`src/rtl/assert_macros.svh`:
```
// assertion macros used by the decoder top level
// plain text macros, no dependencies
`ifndef ASSERT_MACROS_SVH
`define ASSERT_MACROS_SVH

// antecedent implies consequent in the same cycle
`define ASSERT_IMPL(lbl, clk, rst, ante, cons) \
  lbl: assert property (@(posedge clk) disable iff (rst) (ante) |-> (cons)) \
    else $error("assertion failed: same-cycle implication");

// antecedent implies consequent in the next cycle
`define ASSERT_NEXT(lbl, clk, rst, ante, cons) \
  lbl: assert property (@(posedge clk) disable iff (rst) (ante) |=> (cons)) \
    else $error("assertion failed: next-cycle implication");

`endif

```
`src/rtl/fupd_pkg.sv`:
```
// types, constants and helper functions of the file uri percent decoder
// no dependencies
`default_nettype none

package fupd_pkg;

  localparam int SCHEME_LEN  = 7;
  localparam int HOST_LEN    = 9;
  localparam int MAX_RES     = 3;
  localparam int QUEUE_DEPTH = 4;
  localparam int QPTR_W      = $clog2(QUEUE_DEPTH);
  localparam int QCNT_W      = $clog2(QUEUE_DEPTH + 1);

  localparam logic [7:0] CH_SLASH = 8'h2f;
  localparam logic [7:0] CH_PCT   = 8'h25;

  localparam logic [1:0] ST_OK       = 2'd0;
  localparam logic [1:0] ST_NOT_FILE = 2'd1;
  localparam logic [1:0] ST_NUL      = 2'd2;
  localparam logic [1:0] ST_EMPTY    = 2'd3;

  typedef enum logic [2:0] {
    PH_SCHEME = 3'd0,
    PH_AFTER  = 3'd1,
    PH_AUTH   = 3'd2,
    PH_SLASH  = 3'd3,
    PH_PATH   = 3'd4,
    PH_REJECT = 3'd5
  } phase_t;

  typedef enum logic [1:0] {
    ESC_NONE = 2'd0,
    ESC_PCT  = 2'd1,
    ESC_HEX  = 2'd2
  } esc_t;

  typedef struct packed {
    logic [7:0] out_byte;
    logic       has_data;
    logic       out_last;
    logic [1:0] status;
  } result_t;

  typedef struct packed {
    logic [1:0]            count;
    result_t [MAX_RES-1:0] items;
  } entry_t;

  typedef struct packed {
    logic full;
    logic empty;
  } qstat_t;

  function automatic logic [7:0] scheme_char(input logic [3:0] idx);
    case (idx)
      4'd0:    return 8'h66;
      4'd1:    return 8'h69;
      4'd2:    return 8'h6c;
      4'd3:    return 8'h65;
      4'd4:    return 8'h3a;
      4'd5:    return 8'h2f;
      4'd6:    return 8'h2f;
      default: return 8'h00;
    endcase
  endfunction

  function automatic logic [7:0] host_char(input logic [3:0] idx);
    case (idx)
      4'd0:    return 8'h6c;
      4'd1:    return 8'h6f;
      4'd2:    return 8'h63;
      4'd3:    return 8'h61;
      4'd4:    return 8'h6c;
      4'd5:    return 8'h68;
      4'd6:    return 8'h6f;
      4'd7:    return 8'h73;
      4'd8:    return 8'h74;
      default: return 8'h00;
    endcase
  endfunction

  // {valid, nibble}
  function automatic logic [4:0] hex_val(input logic [7:0] c);
    logic [4:0] r;
    r = 5'd0;
    if (c >= 8'h30 && c <= 8'h39) begin
      r = {1'b1, 4'(c - 8'h30)};
    end else if (c >= 8'h61 && c <= 8'h66) begin
      r = {1'b1, 4'(c - 8'h57)};
    end else if (c >= 8'h41 && c <= 8'h46) begin
      r = {1'b1, 4'(c - 8'h37)};
    end
    return r;
  endfunction

  function automatic result_t data_res(input logic [7:0] b);
    result_t r;
    r.out_byte = b;
    r.has_data = 1'b1;
    r.out_last = 1'b0;
    r.status   = ST_OK;
    return r;
  endfunction

endpackage

`default_nettype wire

```
`src/rtl/fupd_in_if.sv`:
```
// input channel of the decoder: one uri byte and its last mark per request
// no dependencies
`default_nettype none

interface fupd_in_if;
  logic       valid;
  logic       ready;
  logic [7:0] in_byte;
  logic       in_last;

  modport source (output valid, output in_byte, output in_last, input ready);
  modport sink (input valid, input in_byte, input in_last, output ready);
endinterface

`default_nettype wire

```
`src/rtl/fupd_out_if.sv`:
```
// output channel of the decoder: one decoded path byte or verdict per request
// no dependencies
`default_nettype none

interface fupd_out_if;
  logic       valid;
  logic       ready;
  logic [7:0] out_byte;
  logic       has_data;
  logic       out_last;
  logic [1:0] status;

  modport source (output valid, output out_byte, output has_data, output out_last,
                  output status, input ready);
  modport sink (input valid, input out_byte, input has_data, input out_last,
                input status, output ready);
endinterface

`default_nettype wire

```
`src/rtl/file_uri_percent_decoder_unit.sv`:
```
// top level of the file uri percent decoder
// depends on fupd_pkg, fupd_in_if, fupd_out_if, fupd_front, fupd_queue, fupd_back
// and assert_macros.svh
//
// usage:
//   uri   - one byte of uri text per request, in_last on the final byte
//   path  - decoded path bytes; the request with out_last carries the status
//           (0 ok, 1 not a local file uri, 2 decoded nul, 3 empty path); on a
//           nonzero status the receiver drops the bytes already taken
// throughput: one input byte per cycle while output keeps up; a byte yields
//   0 to 3 output requests, shown one per cycle by the back end while path is ready
// the results of a byte are registered in the queue and shown from its head
// a four-group queue sits between the front parser and the back end, so input
//   is taken while output is stalled until the queue fills
// reset: parser returns to scheme matching and the queue is emptied
`default_nettype none

module file_uri_percent_decoder_unit (
  input  logic       clk,
  input  logic       rst,
  fupd_in_if.sink    uri,
  fupd_out_if.source path
);
  import fupd_pkg::*;

  `include "assert_macros.svh"

  entry_t push_entry;
  entry_t head;
  qstat_t qstat;
  logic   push;
  logic   pop;

  fupd_front u_front (
    .clk   (clk),
    .rst   (rst),
    .uri   (uri),
    .qstat (qstat),
    .push  (push),
    .entry (push_entry)
  );

  fupd_queue u_queue (
    .clk        (clk),
    .rst        (rst),
    .push       (push),
    .push_entry (push_entry),
    .pop        (pop),
    .head       (head),
    .qstat      (qstat)
  );

  fupd_back u_back (
    .clk   (clk),
    .rst   (rst),
    .head  (head),
    .qstat (qstat),
    .pop   (pop),
    .path  (path)
  );

  `ASSERT_IMPL(a_full_stalls, clk, rst, qstat.full, !uri.ready)
  `ASSERT_IMPL(a_status_on_last, clk, rst, path.valid && !path.out_last, path.status == ST_OK)
  `ASSERT_IMPL(a_nodata_is_last, clk, rst, path.valid && !path.has_data, path.out_last)
  `ASSERT_NEXT(a_push_fills, clk, rst, push && qstat.empty && !pop, !qstat.empty)

endmodule

`default_nettype wire

```
`src/rtl/fupd_front.sv`:
```
// front end: prefix matcher and escape decoder, packs the results of one byte
// depends on fupd_pkg and fupd_in_if
`default_nettype none

module fupd_front (
  input  logic            clk,
  input  logic            rst,
  fupd_in_if.sink         uri,
  input  fupd_pkg::qstat_t qstat,
  output logic            push,
  output fupd_pkg::entry_t entry
);
  import fupd_pkg::*;

  phase_t     phase, phase_next, ph_step;
  logic [3:0] match_index, match_index_next, mi_step;
  esc_t       escape_pending, escape_pending_next, esc_step;
  logic [3:0] high_nibble, high_nibble_next, hn_step;
  logic [7:0] high_char, high_char_next, hc_step;
  logic [1:0] error_code, error_code_next, err_step;

  logic       acc;
  logic [7:0] b;
  logic [4:0] hv;
  logic [7:0] dec;

  assign acc       = uri.valid && uri.ready;
  assign uri.ready = !qstat.full;
  assign b         = uri.in_byte;
  assign hv        = hex_val(b);
  assign dec       = {high_nibble, hv[3:0]};

  // state after this byte, before the last mark is applied
  always_comb begin
    ph_step  = phase;
    mi_step  = match_index;
    esc_step = escape_pending;
    hn_step  = high_nibble;
    hc_step  = high_char;
    err_step = error_code;
    case (phase)
      PH_SCHEME: begin
        if (match_index < 4'(SCHEME_LEN) && b == scheme_char(match_index)) begin
          if (match_index == 4'(SCHEME_LEN - 1)) begin
            ph_step = PH_AFTER;
            mi_step = 4'd0;
          end else begin
            mi_step = match_index + 4'd1;
          end
        end else begin
          ph_step  = PH_REJECT;
          err_step = ST_NOT_FILE;
          esc_step = ESC_NONE;
        end
      end
      PH_AFTER: begin
        if (b == CH_SLASH) begin
          ph_step = PH_PATH;
        end else if (b == host_char(4'd0)) begin
          ph_step = PH_AUTH;
          mi_step = 4'd1;
        end else begin
          ph_step  = PH_REJECT;
          err_step = ST_NOT_FILE;
          esc_step = ESC_NONE;
        end
      end
      PH_AUTH: begin
        if (match_index < 4'(HOST_LEN) && b == host_char(match_index)) begin
          if (match_index == 4'(HOST_LEN - 1)) begin
            ph_step = PH_SLASH;
            mi_step = 4'd0;
          end else begin
            mi_step = match_index + 4'd1;
          end
        end else begin
          ph_step  = PH_REJECT;
          err_step = ST_NOT_FILE;
          esc_step = ESC_NONE;
        end
      end
      PH_SLASH: begin
        if (b == CH_SLASH) begin
          ph_step = PH_PATH;
        end else begin
          ph_step  = PH_REJECT;
          err_step = ST_NOT_FILE;
          esc_step = ESC_NONE;
        end
      end
      PH_PATH: begin
        case (escape_pending)
          ESC_PCT: begin
            if (hv[4]) begin
              hn_step  = hv[3:0];
              hc_step  = b;
              esc_step = ESC_HEX;
            end else begin
              esc_step = (b == CH_PCT) ? ESC_PCT : ESC_NONE;
            end
          end
          ESC_HEX: begin
            if (hv[4]) begin
              esc_step = ESC_NONE;
              if (dec == 8'h00) begin
                ph_step  = PH_REJECT;
                err_step = ST_NUL;
              end
            end else begin
              esc_step = (b == CH_PCT) ? ESC_PCT : ESC_NONE;
            end
          end
          default: begin
            esc_step = (b == CH_PCT) ? ESC_PCT : ESC_NONE;
          end
        endcase
      end
      default: begin
        if (error_code == ST_OK) begin
          err_step = ST_NOT_FILE;
        end
        ph_step = PH_REJECT;
      end
    endcase
  end

  // next state: the last mark returns everything to reset values
  always_comb begin
    phase_next          = phase;
    match_index_next    = match_index;
    escape_pending_next = escape_pending;
    high_nibble_next    = high_nibble;
    high_char_next      = high_char;
    error_code_next     = error_code;
    if (acc) begin
      if (uri.in_last) begin
        phase_next          = PH_SCHEME;
        match_index_next    = 4'd0;
        escape_pending_next = ESC_NONE;
        high_nibble_next    = 4'd0;
        high_char_next      = 8'd0;
        error_code_next     = ST_OK;
      end else begin
        phase_next          = ph_step;
        match_index_next    = mi_step;
        escape_pending_next = esc_step;
        high_nibble_next    = hn_step;
        high_char_next      = hc_step;
        error_code_next     = err_step;
      end
    end
  end

  // results of this byte
  always_comb begin
    result_t [MAX_RES-1:0] it;
    logic [1:0]            n;
    logic [1:0]            st;
    it = '0;
    n  = 2'd0;
    st = ST_OK;
    case (phase)
      PH_AFTER, PH_SLASH: begin
        if (b == CH_SLASH) begin
          it[n] = data_res(b);
          n     = n + 2'd1;
        end
      end
      PH_PATH: begin
        case (escape_pending)
          ESC_PCT: begin
            if (!hv[4]) begin
              it[n] = data_res(CH_PCT);
              n     = n + 2'd1;
              if (b != CH_PCT) begin
                it[n] = data_res(b);
                n     = n + 2'd1;
              end
            end
          end
          ESC_HEX: begin
            if (hv[4]) begin
              if (dec != 8'h00) begin
                it[n] = data_res(dec);
                n     = n + 2'd1;
              end
            end else begin
              it[n] = data_res(CH_PCT);
              n     = n + 2'd1;
              it[n] = data_res(high_char);
              n     = n + 2'd1;
              if (b != CH_PCT) begin
                it[n] = data_res(b);
                n     = n + 2'd1;
              end
            end
          end
          default: begin
            if (b != CH_PCT) begin
              it[n] = data_res(b);
              n     = n + 2'd1;
            end
          end
        endcase
      end
      default: begin
      end
    endcase

    if (uri.in_last) begin
      // flush a cut escape
      if (ph_step == PH_PATH) begin
        if (esc_step == ESC_PCT) begin
          if (n < 2'(MAX_RES)) begin
            it[n] = data_res(CH_PCT);
            n     = n + 2'd1;
          end
        end else if (esc_step == ESC_HEX) begin
          if (n < 2'(MAX_RES)) begin
            it[n] = data_res(CH_PCT);
            n     = n + 2'd1;
          end
          if (n < 2'(MAX_RES)) begin
            it[n] = data_res(hc_step);
            n     = n + 2'd1;
          end
        end
      end
      if (err_step != ST_OK) begin
        st = err_step;
      end else if (ph_step == PH_PATH) begin
        st = ST_OK;
      end else if (ph_step == PH_SCHEME) begin
        st = ST_NOT_FILE;
      end else begin
        st = ST_EMPTY;
      end
      if (st == ST_OK && n != 2'd0) begin
        it[n - 2'd1].out_last = 1'b1;
      end else begin
        if (n == 2'(MAX_RES)) begin
          n = 2'(MAX_RES - 1);
        end
        it[n].out_byte = 8'd0;
        it[n].has_data = 1'b0;
        it[n].out_last = 1'b1;
        it[n].status   = st;
        n              = n + 2'd1;
      end
    end
    entry.items = it;
    entry.count = n;
    push        = acc && (n != 2'd0);
  end

  always_ff @(posedge clk) begin
    if (rst) begin
      phase          <= PH_SCHEME;
      match_index    <= 4'd0;
      escape_pending <= ESC_NONE;
      high_nibble    <= 4'd0;
      high_char      <= 8'd0;
      error_code     <= ST_OK;
    end else begin
      phase          <= phase_next;
      match_index    <= match_index_next;
      escape_pending <= escape_pending_next;
      high_nibble    <= high_nibble_next;
      high_char      <= high_char_next;
      error_code     <= error_code_next;
    end
  end

endmodule

`default_nettype wire

```
`src/rtl/fupd_queue.sv`:
```
// short queue of packed result groups between front and back end
// depends on fupd_pkg
`default_nettype none

module fupd_queue (
  input  logic             clk,
  input  logic             rst,
  input  logic             push,
  input  fupd_pkg::entry_t push_entry,
  input  logic             pop,
  output fupd_pkg::entry_t head,
  output fupd_pkg::qstat_t qstat
);
  import fupd_pkg::*;

  entry_t            slots [QUEUE_DEPTH];
  logic [QPTR_W-1:0] wr_ptr, wr_ptr_next;
  logic [QPTR_W-1:0] rd_ptr, rd_ptr_next;
  logic [QCNT_W-1:0] count, count_next;
  logic              do_push, do_pop;

  assign qstat.full  = (count == QCNT_W'(QUEUE_DEPTH));
  assign qstat.empty = (count == '0);
  assign do_push     = push && !qstat.full;
  assign do_pop      = pop && !qstat.empty;
  assign head        = slots[rd_ptr];

  always_comb begin
    wr_ptr_next = wr_ptr;
    rd_ptr_next = rd_ptr;
    count_next  = count;
    if (do_push) begin
      wr_ptr_next = (wr_ptr == QPTR_W'(QUEUE_DEPTH - 1)) ? '0 : wr_ptr + QPTR_W'(1);
    end
    if (do_pop) begin
      rd_ptr_next = (rd_ptr == QPTR_W'(QUEUE_DEPTH - 1)) ? '0 : rd_ptr + QPTR_W'(1);
    end
    if (do_push && !do_pop) begin
      count_next = count + QCNT_W'(1);
    end else if (do_pop && !do_push) begin
      count_next = count - QCNT_W'(1);
    end
  end

  always_ff @(posedge clk) begin
    if (do_push) begin
      slots[wr_ptr] <= push_entry;
    end
  end

  always_ff @(posedge clk) begin
    if (rst) begin
      wr_ptr <= '0;
      rd_ptr <= '0;
      count  <= '0;
    end else begin
      wr_ptr <= wr_ptr_next;
      rd_ptr <= rd_ptr_next;
      count  <= count_next;
    end
  end

endmodule

`default_nettype wire

```
`src/rtl/fupd_back.sv`:
```
// back end: walks the results of the head group out one request at a time
// depends on fupd_pkg and fupd_out_if
`default_nettype none

module fupd_back (
  input  logic             clk,
  input  logic             rst,
  input  fupd_pkg::entry_t head,
  input  fupd_pkg::qstat_t qstat,
  output logic             pop,
  fupd_out_if.source       path
);
  import fupd_pkg::*;

  logic [1:0] sub, sub_next;
  logic       acc;
  result_t    cur;

  assign cur           = head.items[sub];
  assign path.valid    = !qstat.empty;
  assign path.out_byte = cur.out_byte;
  assign path.has_data = cur.has_data;
  assign path.out_last = cur.out_last;
  assign path.status   = cur.status;
  assign acc           = path.valid && path.ready;

  always_comb begin
    pop      = 1'b0;
    sub_next = sub;
    if (acc) begin
      if (sub == head.count - 2'd1) begin
        pop      = 1'b1;
        sub_next = 2'd0;
      end else begin
        sub_next = sub + 2'd1;
      end
    end
  end

  always_ff @(posedge clk) begin
    if (rst) begin
      sub <= 2'd0;
    end else begin
      sub <= sub_next;
    end
  end

endmodule

`default_nettype wire

```
`src/flat_wrapper.sv`:
```
// flat-port wrapper written by rule: the top's interface ports become plain ports
module file_uri_percent_decoder_unit_flat import fupd_pkg::*;
  (clk, rst, uri_valid, uri_in_byte, uri_in_last, uri_ready, path_valid, path_out_byte, path_has_data, path_out_last, path_status, path_ready);
  fupd_in_if uri_i ();
  fupd_out_if path_i ();
  input  logic clk;
  input  logic rst;
  input wire logic [$bits(uri_i.valid)-1:0] uri_valid;
  input wire logic [$bits(uri_i.in_byte)-1:0] uri_in_byte;
  input wire logic [$bits(uri_i.in_last)-1:0] uri_in_last;
  output wire logic [$bits(uri_i.ready)-1:0] uri_ready;
  output wire logic [$bits(path_i.valid)-1:0] path_valid;
  output wire logic [$bits(path_i.out_byte)-1:0] path_out_byte;
  output wire logic [$bits(path_i.has_data)-1:0] path_has_data;
  output wire logic [$bits(path_i.out_last)-1:0] path_out_last;
  output wire logic [$bits(path_i.status)-1:0] path_status;
  input wire logic [$bits(path_i.ready)-1:0] path_ready;
  assign uri_i.valid = uri_valid;
  assign uri_i.in_byte = uri_in_byte;
  assign uri_i.in_last = uri_in_last;
  assign uri_ready = uri_i.ready;
  assign path_valid = path_i.valid;
  assign path_out_byte = path_i.out_byte;
  assign path_has_data = path_i.has_data;
  assign path_out_last = path_i.out_last;
  assign path_status = path_i.status;
  assign path_i.ready = path_ready;
  file_uri_percent_decoder_unit u_core (.clk(clk), .rst(rst), .uri(uri_i), .path(path_i));
endmodule
```
`config.mk`:
```
export PLATFORM = sky130hd
export DESIGN_NAME = file_uri_percent_decoder_unit_flat
export DESIGN_NICKNAME = d
export VERILOG_FILES = /design/src/rtl/fupd_pkg.sv /design/src/rtl/fupd_in_if.sv /design/src/rtl/fupd_out_if.sv /design/src/rtl/file_uri_percent_decoder_unit.sv /design/src/rtl/fupd_front.sv /design/src/rtl/fupd_queue.sv /design/src/rtl/fupd_back.sv /design/src/flat_wrapper.sv
export VERILOG_INCLUDE_DIRS = /design/src /design/src/rtl
export SDC_FILE = /design/constraint.sdc
export NUM_CORES = 1
export LEC_CHECK = 0
export BUFFER_PORTS_ARGS = -buffer_cell sky130_fd_sc_hd__clkbuf_2
export CAP_MARGIN = 10
export CORE_MARGIN = 8
export CORE_UTILIZATION = 55
export CTS_BUF_LIST = sky130_fd_sc_hd__clkbuf_8 sky130_fd_sc_hd__clkbuf_16
export DETAILED_ROUTE_END_ITERATION = 12
export GPL_TIMING_DRIVEN = 0
export PLACE_DENSITY_LB_ADDON = 0.08
export SLEW_MARGIN = 20
export SYNTH_ARGS = -nofsm -noshare
export SYNTH_HDL_FRONTEND = slang
export SYNTH_SLANG_ARGS = --single-unit
```
`constraint.sdc`:
```
create_clock -name clk -period 5.64 [get_ports clk]
set_clock_uncertainty 0.15 [all_clocks]
set_input_delay 1.41 -clock clk [delete_from_list [all_inputs] [get_ports clk]]
set_output_delay 1.41 -clock clk [all_outputs]
set_load 0.02 [all_outputs]
```
Word-level counts from Yosys, hierarchy flattened

Memories as Yosys holds them, arrays and structs flattened. A register that Yosys moved wholly into a read port is not among the register bits.
Cells that the tools add are included.

Memory bits (writable): 152
Output and inout port bits: 14
Latch bits: 0
Memories kept: 2
Flip-flop bits (word level): 32
Logic and storage cells: 262
ROM bits: 112

Eq/ne operators: 31
Bitwise operators: 3
Shifts and indexed selects: 0
Order comparisons: 19
$add $sub $neg: 14
Multiply operators: 0
Mux-type cells: 142
Reductions and logical operators: 41
Div/mod/pow operators: 0

Memory list:

| memory               | words | width | read ports | clocked after memory_dff | wr ports | line             | text |
|---|---|---|---|---|---|---|---|
| u_core.u_queue.slots | 4     | 38    | 1          | 1                        | 1        | fupd_queue.sv:16 | `entry_t slots [QUEUE_DEPTH];` |
| (name not given)     | 16    | 7     | 1          | 1                        | 0        | fupd_pkg.sv:68   | `case (idx)` |

Operator list:

| cell                                                                   | number |
|---|---|
| 36-bit two-way mux                                                     | 12 |
| 36-bit bitwise mux                                                     | 6 |
| 12-bit demux with 2-bit select                                         | 7 |
| 12-bit two-way mux                                                     | 9 |
| 2-bit two-way mux                                                      | 45 |
| 24-bit two-way mux                                                     | 3 |
| 12-bit one-hot mux with 2 select lines                                 | 3 |
| 4-bit two-way mux                                                      | 14 |
| 8-bit two-way mux                                                      | 6 |
| 3-bit two-way mux                                                      | 14 |
| 7-bit one-hot mux with 6 select lines                                  | 1 |
| 24-bit AND                                                             | 1 |
| 12-bit binary-select mux with 2-bit select                             | 1 |
| 24-bit inverter                                                        | 1 |
| 2-bit one-hot mux with 5 select lines                                  | 2 |
| 1-bit logical AND                                                      | 17 |
| 8-bit by 6-bit == test with 1-bit output (second input constant)       | 2 |
| 8-bit == test                                                          | 2 |
| 8-bit by 7-bit >= comparator with 1-bit output (second input constant) | 2 |
| 8-bit by 7-bit <= comparator with 1-bit output (second input constant) | 2 |
| 2-bit by 3-bit < comparator with 1-bit output (second input constant)  | 5 |
| 5-bit two-way mux                                                      | 3 |
| 3-bit one-hot mux with 5 select lines                                  | 1 |
| 2-bit nonzero test                                                     | 7 |
| other kinds (40)                                                       | 84 |

Longest topological paths before layout

Gate-level depths: netlist of the first run.

Word-level depth: 36
Mapped depth: 16
Mapped depth without buffers: 15

By module

Synthesis of the first run repeated with hierarchy kept, for this count alone.

Cells, all modules: 797
Area, all modules: 9680.5 um^2

By module, submodules not included:

| module     | cells each | area an instance (um^2) | times used |
|---|---|---|---|
| fupd_queue | 248        | 5973.2                  | 1 |
| fupd_front | 490        | 3306.9                  | 1 |
| fupd_back  | 59         | 400.4                   | 1 |

Worst setup path before layout of the first run

OpenSTA, ideal clock, no wires.

Kind: input to register
From: input uri_in_byte[1]
To: memory u_core.u_queue.slots[3][0] (netlist bit) (enable)
Setup slack: 0.737 ns
Required time: 5.091 ns
Library setup time: 0.399 ns
Cell stages on the path: 11
Buffers on the path: 1
Data arrival time: 4.354 ns
Path through: clkbuf_1 inv_1 ha_1 nor3b_1 a311oi_2 nor2_1 nand2_1 nor2_1 nor2_1 a21oi_1 and2_1

Word-level cells in the longest chain between the ends: 34

RTL lines:

| element                                                                                                          | line              | text |
|---|---|---|
| from (decl)                                                                                                      | flat_wrapper.sv:9 | `input wire logic [$bits(uri_i.in_byte)-1:0] uri_in_byte;` |
| 8-bit by 7-bit >= comparator with 1-bit output or 8-bit by 7-bit <= comparator with 1-bit output (tied branches) | fupd_pkg.sv:90    | `end else if (c >= 8'h41 && c <= 8'h46) begin` |
| 1-bit logical AND                                                                                                | fupd_pkg.sv:90    |  |
| 5-bit two-way mux                                                                                                | fupd_pkg.sv:90    |  |
| 5-bit two-way mux                                                                                                | fupd_pkg.sv:88    | `end else if (c >= 8'h61 && c <= 8'h66) begin` |
| 5-bit two-way mux                                                                                                | fupd_pkg.sv:86    | `if (c >= 8'h30 && c <= 8'h39) begin` |
| 8-bit nonzero test                                                                                               | fupd_front.sv:183 | `if (dec != 8'h00) begin` |
| 1-bit two-way mux                                                                                                | fupd_front.sv:183 |  |
| 2-bit two-way mux                                                                                                | fupd_front.sv:182 | `if (hv[4]) begin` |
| (+19 left out)                                                                                                   | -                 |  |
| 2-bit two-way mux                                                                                                | fupd_front.sv:238 | `if (st == ST_OK && n != 2'd0) begin` |
| 2-bit two-way mux (*)                                                                                            | fupd_front.sv:210 | `if (uri.in_last) begin` |
| 2-bit nonzero test (*)                                                                                           | fupd_front.sv:253 | `push = acc && (n != 2'd0);` |
| 1-bit logical AND (*)                                                                                            | fupd_front.sv:253 |  |
| 1-bit logical AND (*)                                                                                            | fupd_queue.sv:24  | `assign do_push = push && !qstat.full;` |
| net u_core.u_queue.do_push                                                                                       | fupd_queue.sv:20  | `logic do_push, do_pop;` |
| 1-bit two-way mux (*)                                                                                            | fupd_queue.sv:46  | `if (do_push) begin` |
| 1-bit two-way mux (not written as such) (*)                                                                      | fupd_queue.sv:47  | `slots[wr_ptr] <= push_entry;` |
| to (decl)                                                                                                        | fupd_queue.sv:16  |  |

The timed path passes the listed nets; every way through them passes the cells marked *. The select of a mux whose other input is x is not followed.

==> qor.yml, run 1 <==
sta:
  rsz0062_at_grt: "no"
  period_share_pct: 94.0
  timing.final.crit_period_ns: 5.30
  finalHoldViolations: 0
  final-max-slew-violation-count: 0
  setup_viol: 0
  tightest_slew_ns: 1.12
  tns_ns: 0
  timing.fmax_ghz: 0.189
  relSlewSlack_pct: 24.9
floorplanning:
  rows: 48
  core_um2: 17200
  start_util_pct: 56.0
  io_pins: 27
  die_height_um: 148
  chipWidth_um: 148
  die_area_um2: 22000
worst_setup_path:
  r2r_slack_ns: 0.89
  crit_path_end_kind: "register"
  cp.arrival_ns: 5.29
  critPathLaunchType: "input port"
  crit_required_ns: 5.63
  crit_type: "input port to register"
  worstPathMaxFanout: 10
drt:
  drc_errors: 0
  routedWlPerCell_um: 22.2
  ant_nets: 0
  routed_wl_um: 23600
  drt_iter0_drc: 566
  route.vias.total: 6793
  vias_per_cell: 6.40
  dr.pass1.iters: 5
cts:
  h-tree-depth: 4
  root_buffer: "clkbuf_16"
  cts.sinks: 192
  cts_tree: "yes"
  clock_path_buffers: 2
  ctsHoldBuffers: 0
  clk_pin_slew_worst_paths_ns: 0.08
  numCtsBuffers: 17
  clk_latency_ns: 0.44
pwr:
  power.internal_w: 0.00258
  p_total_w: 0.00371
  switching_share_pct: 30.5
  powerDensity_nw_per_um2: 346
  irDropWorstVdd_v: 0.000230
  clockPowerShare_pct: 32.4
  p_leak_nw: 3.71
  pwr-share-comb_pct: 23.0
  seqPwrFrac_pct: 44.6
  p_sw_w: 0.00113
placed_design:
  place_area_um2: 10100
  dp.cells: 1030
  finalWeightedCongestion: 0.904
  hpwl_um: 17100
  io_buffer_count: 22
global_route:
  grt_overflow: 0
  grt_max_degree: 24
  grt_pass1_wl_um: 36600
  grt_antenna_before_repair: 0
  grt_pass1_vias: 6595
  grt_usage_pct: 21.7
final_layout:
  fillerInstances: 1374
  stdcell_area_um2: 10700
  final_cells: 1062
  drive_gt1_share_pct: 15.2
  multi_input_area_um2: 3950
  regArea_um2: 5370
  nets: 858
  synthToLayoutAreaGrowth_pct: 11.5
  diodes: 0
yosys:
  synth_edf_count: 152
  synthDistinctLibCells: 76
  synth_nets: 813
  synthCells: 779
  synth_area_um2: 9610
  async_flop_share_pct: 0
  yosysSeqAreaShare_pct: 55.8
  synth-simple-area-share_pct: 12.9
  synth_xor_area_share_pct: 1.46
  synthMuxAreaShare_pct: 11.6
  synth_compound_area_share_pct: 12.2
  avgSynthCellArea_um2: 12.3
  synth_adder_area_share_pct: 2.81
  synthFlopType: "edfxtp_1"
  ys.warnings.count: 0
  synth_top_family_by_area: "simple AND/OR/NAND/NOR gates"
  synth-seq-cells: 192
worst_hold_path:
  hold_class: "register to register"
job:
  cap_violations: 0
outcome:
  status: "finished, final reports clean"
## layer usage
layer	track usage, %	routed length, um
met5	0	0
met4	8.57	569
met3	3.31	1270
met2	36.7	11700
met1	27.5	10000
## kinds of logic (layout without fill, tap and decap cells)
| kind of cell | after synthesis | after routing |
|---|---|---|
| and+or+nand+nor | 242 | 242 |
| DFF | 192 | 192 |
| AOI/OAI and AO/OA | 167 | 167 |
| buffers and inverters | 77 | 135 |
| muxes | 64 | 64 |
| adders and majority gates | 21 | 21 |
| xor gates and xnor gates | 16 | 16 |
## power groups by stage
| stage | clock [W] | combinational, W | sequential, W |
|---|---|---|---|
| floorplan | 0 | 0.000604 | 0.00168 |
| global placement | 0 | 0.000819 | 0.00168 |
| detailed placement | 0 | 0.000852 | 0.00169 |
| CTS | 0.00121 | 0.000856 | 0.00166 |
| global route | 0.00127 | 0.000925 | 0.00166 |
| finish | 0.00120 | 0.000853 | 0.00166 |
## synth_stat cells (5+ instances only)
master,instances,area share [%]
nand3_1,13,0.68
clkbuf_1,28,1.1
dfxtp_1,40,8.3
nor4_1,5,0.33
o22ai_1,16,1.0
a211oi_1,7,0.55
and2_1,13,0.85
o21ai_0,25,1.3
inv_1,31,1.2
xor2_1,7,0.64
nor2_1,79,3.1
or3_1,6,0.39
nand2_1,45,1.8
a21oi_1,34,1.8
a32oi_1,6,0.55
ha_1,20,2.6
o211ai_1,7,0.55
buf_2,7,0.36
buf_1,9,0.35
nand2b_1,12,0.78
a21o_1,5,0.39
mux4_2,38,8.9
xnor2_1,9,0.82
a22oi_1,25,2.0
edfxtp_1,152,47
nor3_1,20,1.0
nor2b_1,10,0.65
and3b_1,6,0.55
mux2i_1,24,2.5
## critical path, stage by stage
cell	delay, ns
clkbuf_2	0.14
clkbuf_1	0.29
inv_1	0.24
ha_1	0.20
and3b_1	0.18
o211ai_1	0.14
a22oi_1	0.27
and3b_1	0.28
nor2b_1	0.16
clkbuf_1	0.31
a21oi_1	0.07
o21ai_0	0.71
a21boi_4	0.21
a311oi_1	0.67
## through the flow
stage                     utilization (%)  worst slack (ns)  hold slack, ns
after global placement               58.2            -0.785           0.329
after detailed placement             58.9            -0.131           0.354
after global routing                 62.4             0.151           0.392
after floorplan                         -             0.737           0.313
final                                62.4             0.337           0.368
after CTS                            62.4             0.316           0.371
## timing repair
item,4_1_cts,5_1_grt
endpoints found under the setup margin,0,1
buffers inserted,0,0
gates resized for setup,0,1
## final timing paths
path         cells past startpoint                                        from                                     to
max                             14                              uri_in_byte[0]  u_core.u_queue.slots[1][28]$_DFFE_PP_
min                              2       u_core.u_queue.rd_ptr[0]$_SDFFE_PP0P_  u_core.u_queue.rd_ptr[0]$_SDFFE_PP0P_
max reg2reg                     11  u_core.u_front.match_index[0]$_SDFFE_PP0P_  u_core.u_queue.slots[1][28]$_DFFE_PP_
min reg2reg                      2       u_core.u_queue.rd_ptr[0]$_SDFFE_PP0P_  u_core.u_queue.rd_ptr[0]$_SDFFE_PP0P_
## layout make-up
| cell class | count | share of cell area [%] |
|---|---|---|
| Multi-Input combinational cell | 510 | 36.8 |
| Tap cell | 225 | 2.63 |
| Inverter | 31 | 1.09 |
| Timing Repair Buffer | 26 | 2.05 |
| Buffer | 46 | 1.80 |
| Clock buffer | 17 | 3.97 |
| Clock inverter | 15 | 1.61 |
| Sequential cell | 192 | 50.1 |
## flip-flops by register name (all words and copies together), names as in the netlist, named ones only
| register | count |
|---|---|
| u_core.u_back.sub | 2 |
| u_core.u_queue.slots | 152 |
| u_core.u_front.match_index | 4 |
| u_core.u_queue.count | 3 |
| u_core.u_queue.wr_ptr | 2 |
| u_core.u_front.high_nibble | 4 |
| u_core.u_front.phase | 3 |
| u_core.u_front.high_char | 8 |
| u_core.u_front.escape_pending | 2 |
| u_core.u_queue.rd_ptr | 2 |
| u_core.u_front.error_code | 2 |
## placed cells by master (no fill, tap or decap), types with 5 or more instances in the layout
cell         n
nand2b_1    12
a21o_1       5
clkbuf_2    22
nor3_1      20
buf_1        9
o21ai_0     25
edfxtp_1   152
clkbuf_16   17
mux2i_1     24
a21oi_1     33
nand3_1     13
o22ai_1     16
nor2_1      79
buf_2        7
dfxtp_1     40
a32oi_1      6
inv_1       31
clkbuf_1    28
or3_1        6
ha_1        20
nor2b_1     10
mux4_2      38
xor2_1       7
o211ai_1     7
and2_1       9
nor4_1       5
xnor2_1      9
and3b_1      6
nand2_1     45
a22oi_1     25
a211oi_1     7
No activity file was read; power rests on OpenSTA's default activity.
==> run 2, diff against run 1 <==
--- a/config.mk
+++ b/config.mk
@@ -6,6 +6,7 @@
 export SDC_FILE = /design/constraint.sdc
 export NUM_CORES = 1
 export LEC_CHECK = 0
+export ABC_AREA = 1
 export BUFFER_PORTS_ARGS = -buffer_cell sky130_fd_sc_hd__clkbuf_2
 export CAP_MARGIN = 10
 export CORE_MARGIN = 8
==> qor.yml, run 2 <==
yosys:
  synth.most_common_cell: "nand2_1"
  yosysTopAreaCell: "edfxtp_1"
  synthCells: 1075  # +38%
  synth-seq-cells: 192  # unchanged
  synth_top_area_share_pct: 46.1  # -1.4 points
  synth_nets: 1109  # +36%
  synthDistinctLibCells: 56  # -26%
  synth_area_leaders: "edfxtp_1, dfxtp_1, nand2_1"
  synth_area_um2: 9900  # +3.0%
  yosys-top-cells-count: "nand2_1, edfxtp_1, nor2_1"
  async_flop_share_pct: 0  # unchanged
  ys.warnings.count: 0  # unchanged
  avgSynthCellArea_um2: 9.21  # -25%
  yosysSeqAreaShare_pct: 54.2  # -1.6 points
  synthFlopType: "edfxtp_1"
  synth_edf_count: 152  # unchanged
cts:
  cts_tree: "yes"
  numCtsBuffers: 17  # unchanged
  clock_path_buffers: 2  # unchanged
  clk_latency_ns: 0.44  # about the same
  cts.sinks: 192  # unchanged
  root_buffer: "clkbuf_16"
  h-tree-depth: 4  # unchanged
  clk_pin_slew_worst_paths_ns: 0.08  # about the same
  ctsHoldBuffers: 0  # unchanged
job:
  cap_violations: 0  # unchanged
final_layout:
  synthToLayoutAreaGrowth_pct: 11.7
  largest_reg_flops: 152  # unchanged
  top_regs: "u_core.u_queue.slots x152, u_core.u_front.high_char x8"
  layout_common_cells: "nand2_1, edfxtp_1, nor2_1"
  final_common_cell: "nand2_1"
  regArea_um2: 5370  # unchanged
  drive_gt1_share_pct: 13.1  # -2.1 points
  diodes: 0  # unchanged
  fillerInstances: 1507  # +9.7%
  nets: 1159  # +35%
  multi_input_area_um2: 3970  # +0.51%
  regMostFlops: "u_core.u_queue.slots"
  stdcell_area_um2: 11100  # +3.1%
drt:
  ant_nets: 0  # unchanged
  vias_per_cell: 5.88  # -8.1%
  routed_wl_um: 26800  # +13%
  drt_iter0_drc: 682  # +20%
  dr.pass1.iters: 5  # unchanged
  drc_errors: 0  # unchanged
  routedWlPerCell_um: 19.6  # -12%
  route.vias.total: 8038  # +18%
placed_design:
  place_area_um2: 10400  # +3.1%
  finalWeightedCongestion: 0.943  # +4.3%
  io_buffer_count: 23  # +4.5%
  hpwl_um: 19300  # +12%
worst_setup_path:
  worstPathMaxFanout: 10  # unchanged
  crit_required_ns: 5.82  # +0.19 ns
  cp.arrival_ns: 5.46  # +0.17 ns
  critPathLaunchType: "input port"
  crit_type: "input port to register"
  crit_path_end_kind: "register"
floorplanning:
  core_um2: 17800  # +3.9%
  chipWidth_um: 150  # +1.3%
  io_pins: 27  # unchanged
  rows: 49  # +2.1%
  die_height_um: 150  # +1.3%
  die_area_um2: 22500  # +2.7%
  start_util_pct: 55.5  # -0.48 points
sta:
  timing.final.crit_period_ns: 5.27  # -0.0283 ns
  tightest_slew_ns: 1.09  # -0.0303 ns
  period_share_pct: 93.5  # -0.50 points
  final-max-slew-violation-count: 0  # unchanged
  setup_viol: 0  # unchanged
  finalHoldViolations: 0  # unchanged
  timing.fmax_ghz: 0.190  # +0.54%
  relSlewSlack_pct: 26.6  # +1.7 points
  rsz0062_at_grt: "no"
pwr:
  seqPwrFrac_pct: 40.9  # -3.7 points
  clockPowerShare_pct: 28.4  # -4.0 points
  irDropWorstVdd_v: 0.000255  # +11%
  p_total_w: 0.00425  # +14%
  pwr-share-comb_pct: 30.7  # +7.7 points
  switching_share_pct: 36.8  # +6.3 points
  p_leak_nw: 4.08  # +9.9%
  power.internal_w: 0.00269  # +4.1%
  powerDensity_nw_per_um2: 384  # +11%
  p_sw_w: 0.00156  # +38%
global_route:
  grt_pass1_vias: 7523  # +14%
  grt_overflow: 0  # unchanged
  grt_usage_pct: 24.5  # +2.8 points
  grt_antenna_before_repair: 0  # unchanged
  grt_max_degree: 23  # -4.2%
  grt_pass1_wl_um: 41800  # +14%
worst_hold_path:
  hold_class: "register to register"
outcome:
  status: "finished, final reports clean"
run 2: changes by cell type in the layout (fill, tap and decap cells not counted), sizes merged, moves of 13 or more:
cell	delta
a21oi	+19
a22oi	-21
and2	-13
inv	+81
mux2i	-24
mux4	-38
nand2	+148
nand3	+41
nor2	+80
nor3	-13
o21ai	+100
o221ai	+16
run 2: routing by layer:
metal  GRT usage [%]  up-vias  part of all wire [%]
li1                -     3870                     -
met3            3.55       54                   6.3
met1            30.6     3783                    41
met5               0        -                     0
met2            41.6      331                    49
met4            10.6        0                   3.0
run 2: cell families after synthesis:
group	share of synthesized area, %
buf+inv	6.06
flops	54.2
simple gates	20.1
xor+xnor	0.266
fa+ha+maj	2.73
compound gates	16.6
run 2: layout make-up:
type,count,area share [%]
Buffer,42,1.53
Clock buffer,18,4.08
Clock inverter,14,1.29
Inverter,112,3.93
Multi-Input combinational cell,729,35.9
Sequential cell,192,48.5
Tap cell,229,2.59
Timing Repair Buffer,31,2.17
run 2: timing repair:
item	4_1_cts	5_1_grt
setup endpoints to repair	0	2
resized for setup	0	2
setup buffers	0	3
run 2: critical path: stages:
cell and delay [ns]:
clkbuf_2 0.23, inv_2 0.16, ha_1 0.24, inv_1 0.05, nand2_1 0.04, nand2_1 0.05
nand2_1 0.09, nand2_2 0.10, nand2_2 0.09, buf_6 0.15, nand3_2 0.09, nand3_2 0.12
nand2_1 0.09, nand2_1 0.08, a21oi_4 0.32, nand3_1 0.18, nand4_1 0.23, nand4_2 0.21
nand2_1 0.19, nand2_2 0.12, nand2_2 0.22, inv_2 0.05, ha_1 0.19, inv_1 0.10
fa_1 0.41, o21ai_0 0.17, a21oi_1 0.06
run 2: final timing paths:
path / start / slack (ns) / depth (start not counted) / end
min reg2reg: u_core.u_front.high_char[0]$_SDFFE_PP0P_ / 0.32 / 2 / u_core.u_front.high_char[0]$_SDFFE_PP0P_
max: uri_in_byte[0] / 0.37 / 27 / u_core.u_queue.count[1]$_SDFFE_PP0P_
min: u_core.u_front.high_char[0]$_SDFFE_PP0P_ / 0.32 / 2 / u_core.u_front.high_char[0]$_SDFFE_PP0P_
max reg2reg: u_core.u_front.match_index[0]$_SDFFE_PP0P_ / 1.07 / 20 / u_core.u_queue.slots[2][4]$_DFFE_PP_
run 2: power groups by stage:
stage | Sequential (W) | Clock (W) | Combinational [W]
2_1_floorplan | 0.00176 | 0 | 0.000849
3_3_place_gp | 0.00178 | 0 | 0.00125
3_5_place_dp | 0.00177 | 0 | 0.00130
4_1_cts | 0.00174 | 0.00121 | 0.00131
5_1_grt | 0.00175 | 0.00127 | 0.00144
6_report | 0.00174 | 0.00121 | 0.00130
run 2: metrics by stage:
| step | hold slack [ns] | setup TNS [ns] | cells | utilization, % | setup WS [ns] |
|---|---|---|---|---|---|
| CTS | 0.316 | 0 | 1364 | 61.8 | 0.330 |
| global route | 0.358 | 0 | 1367 | 62.0 | 0.0542 |
| global placement | 0.302 | -338.91 | 1327 | 57.7 | -2.29 |
| floorplan | 0.295 | 0 | 1075 | - | 0.0202 |
| finish | 0.318 | 0 | 1367 | 62.0 | 0.365 |
| detailed placement | 0.305 | -6.08 | 1332 | 58.5 | -0.125 |
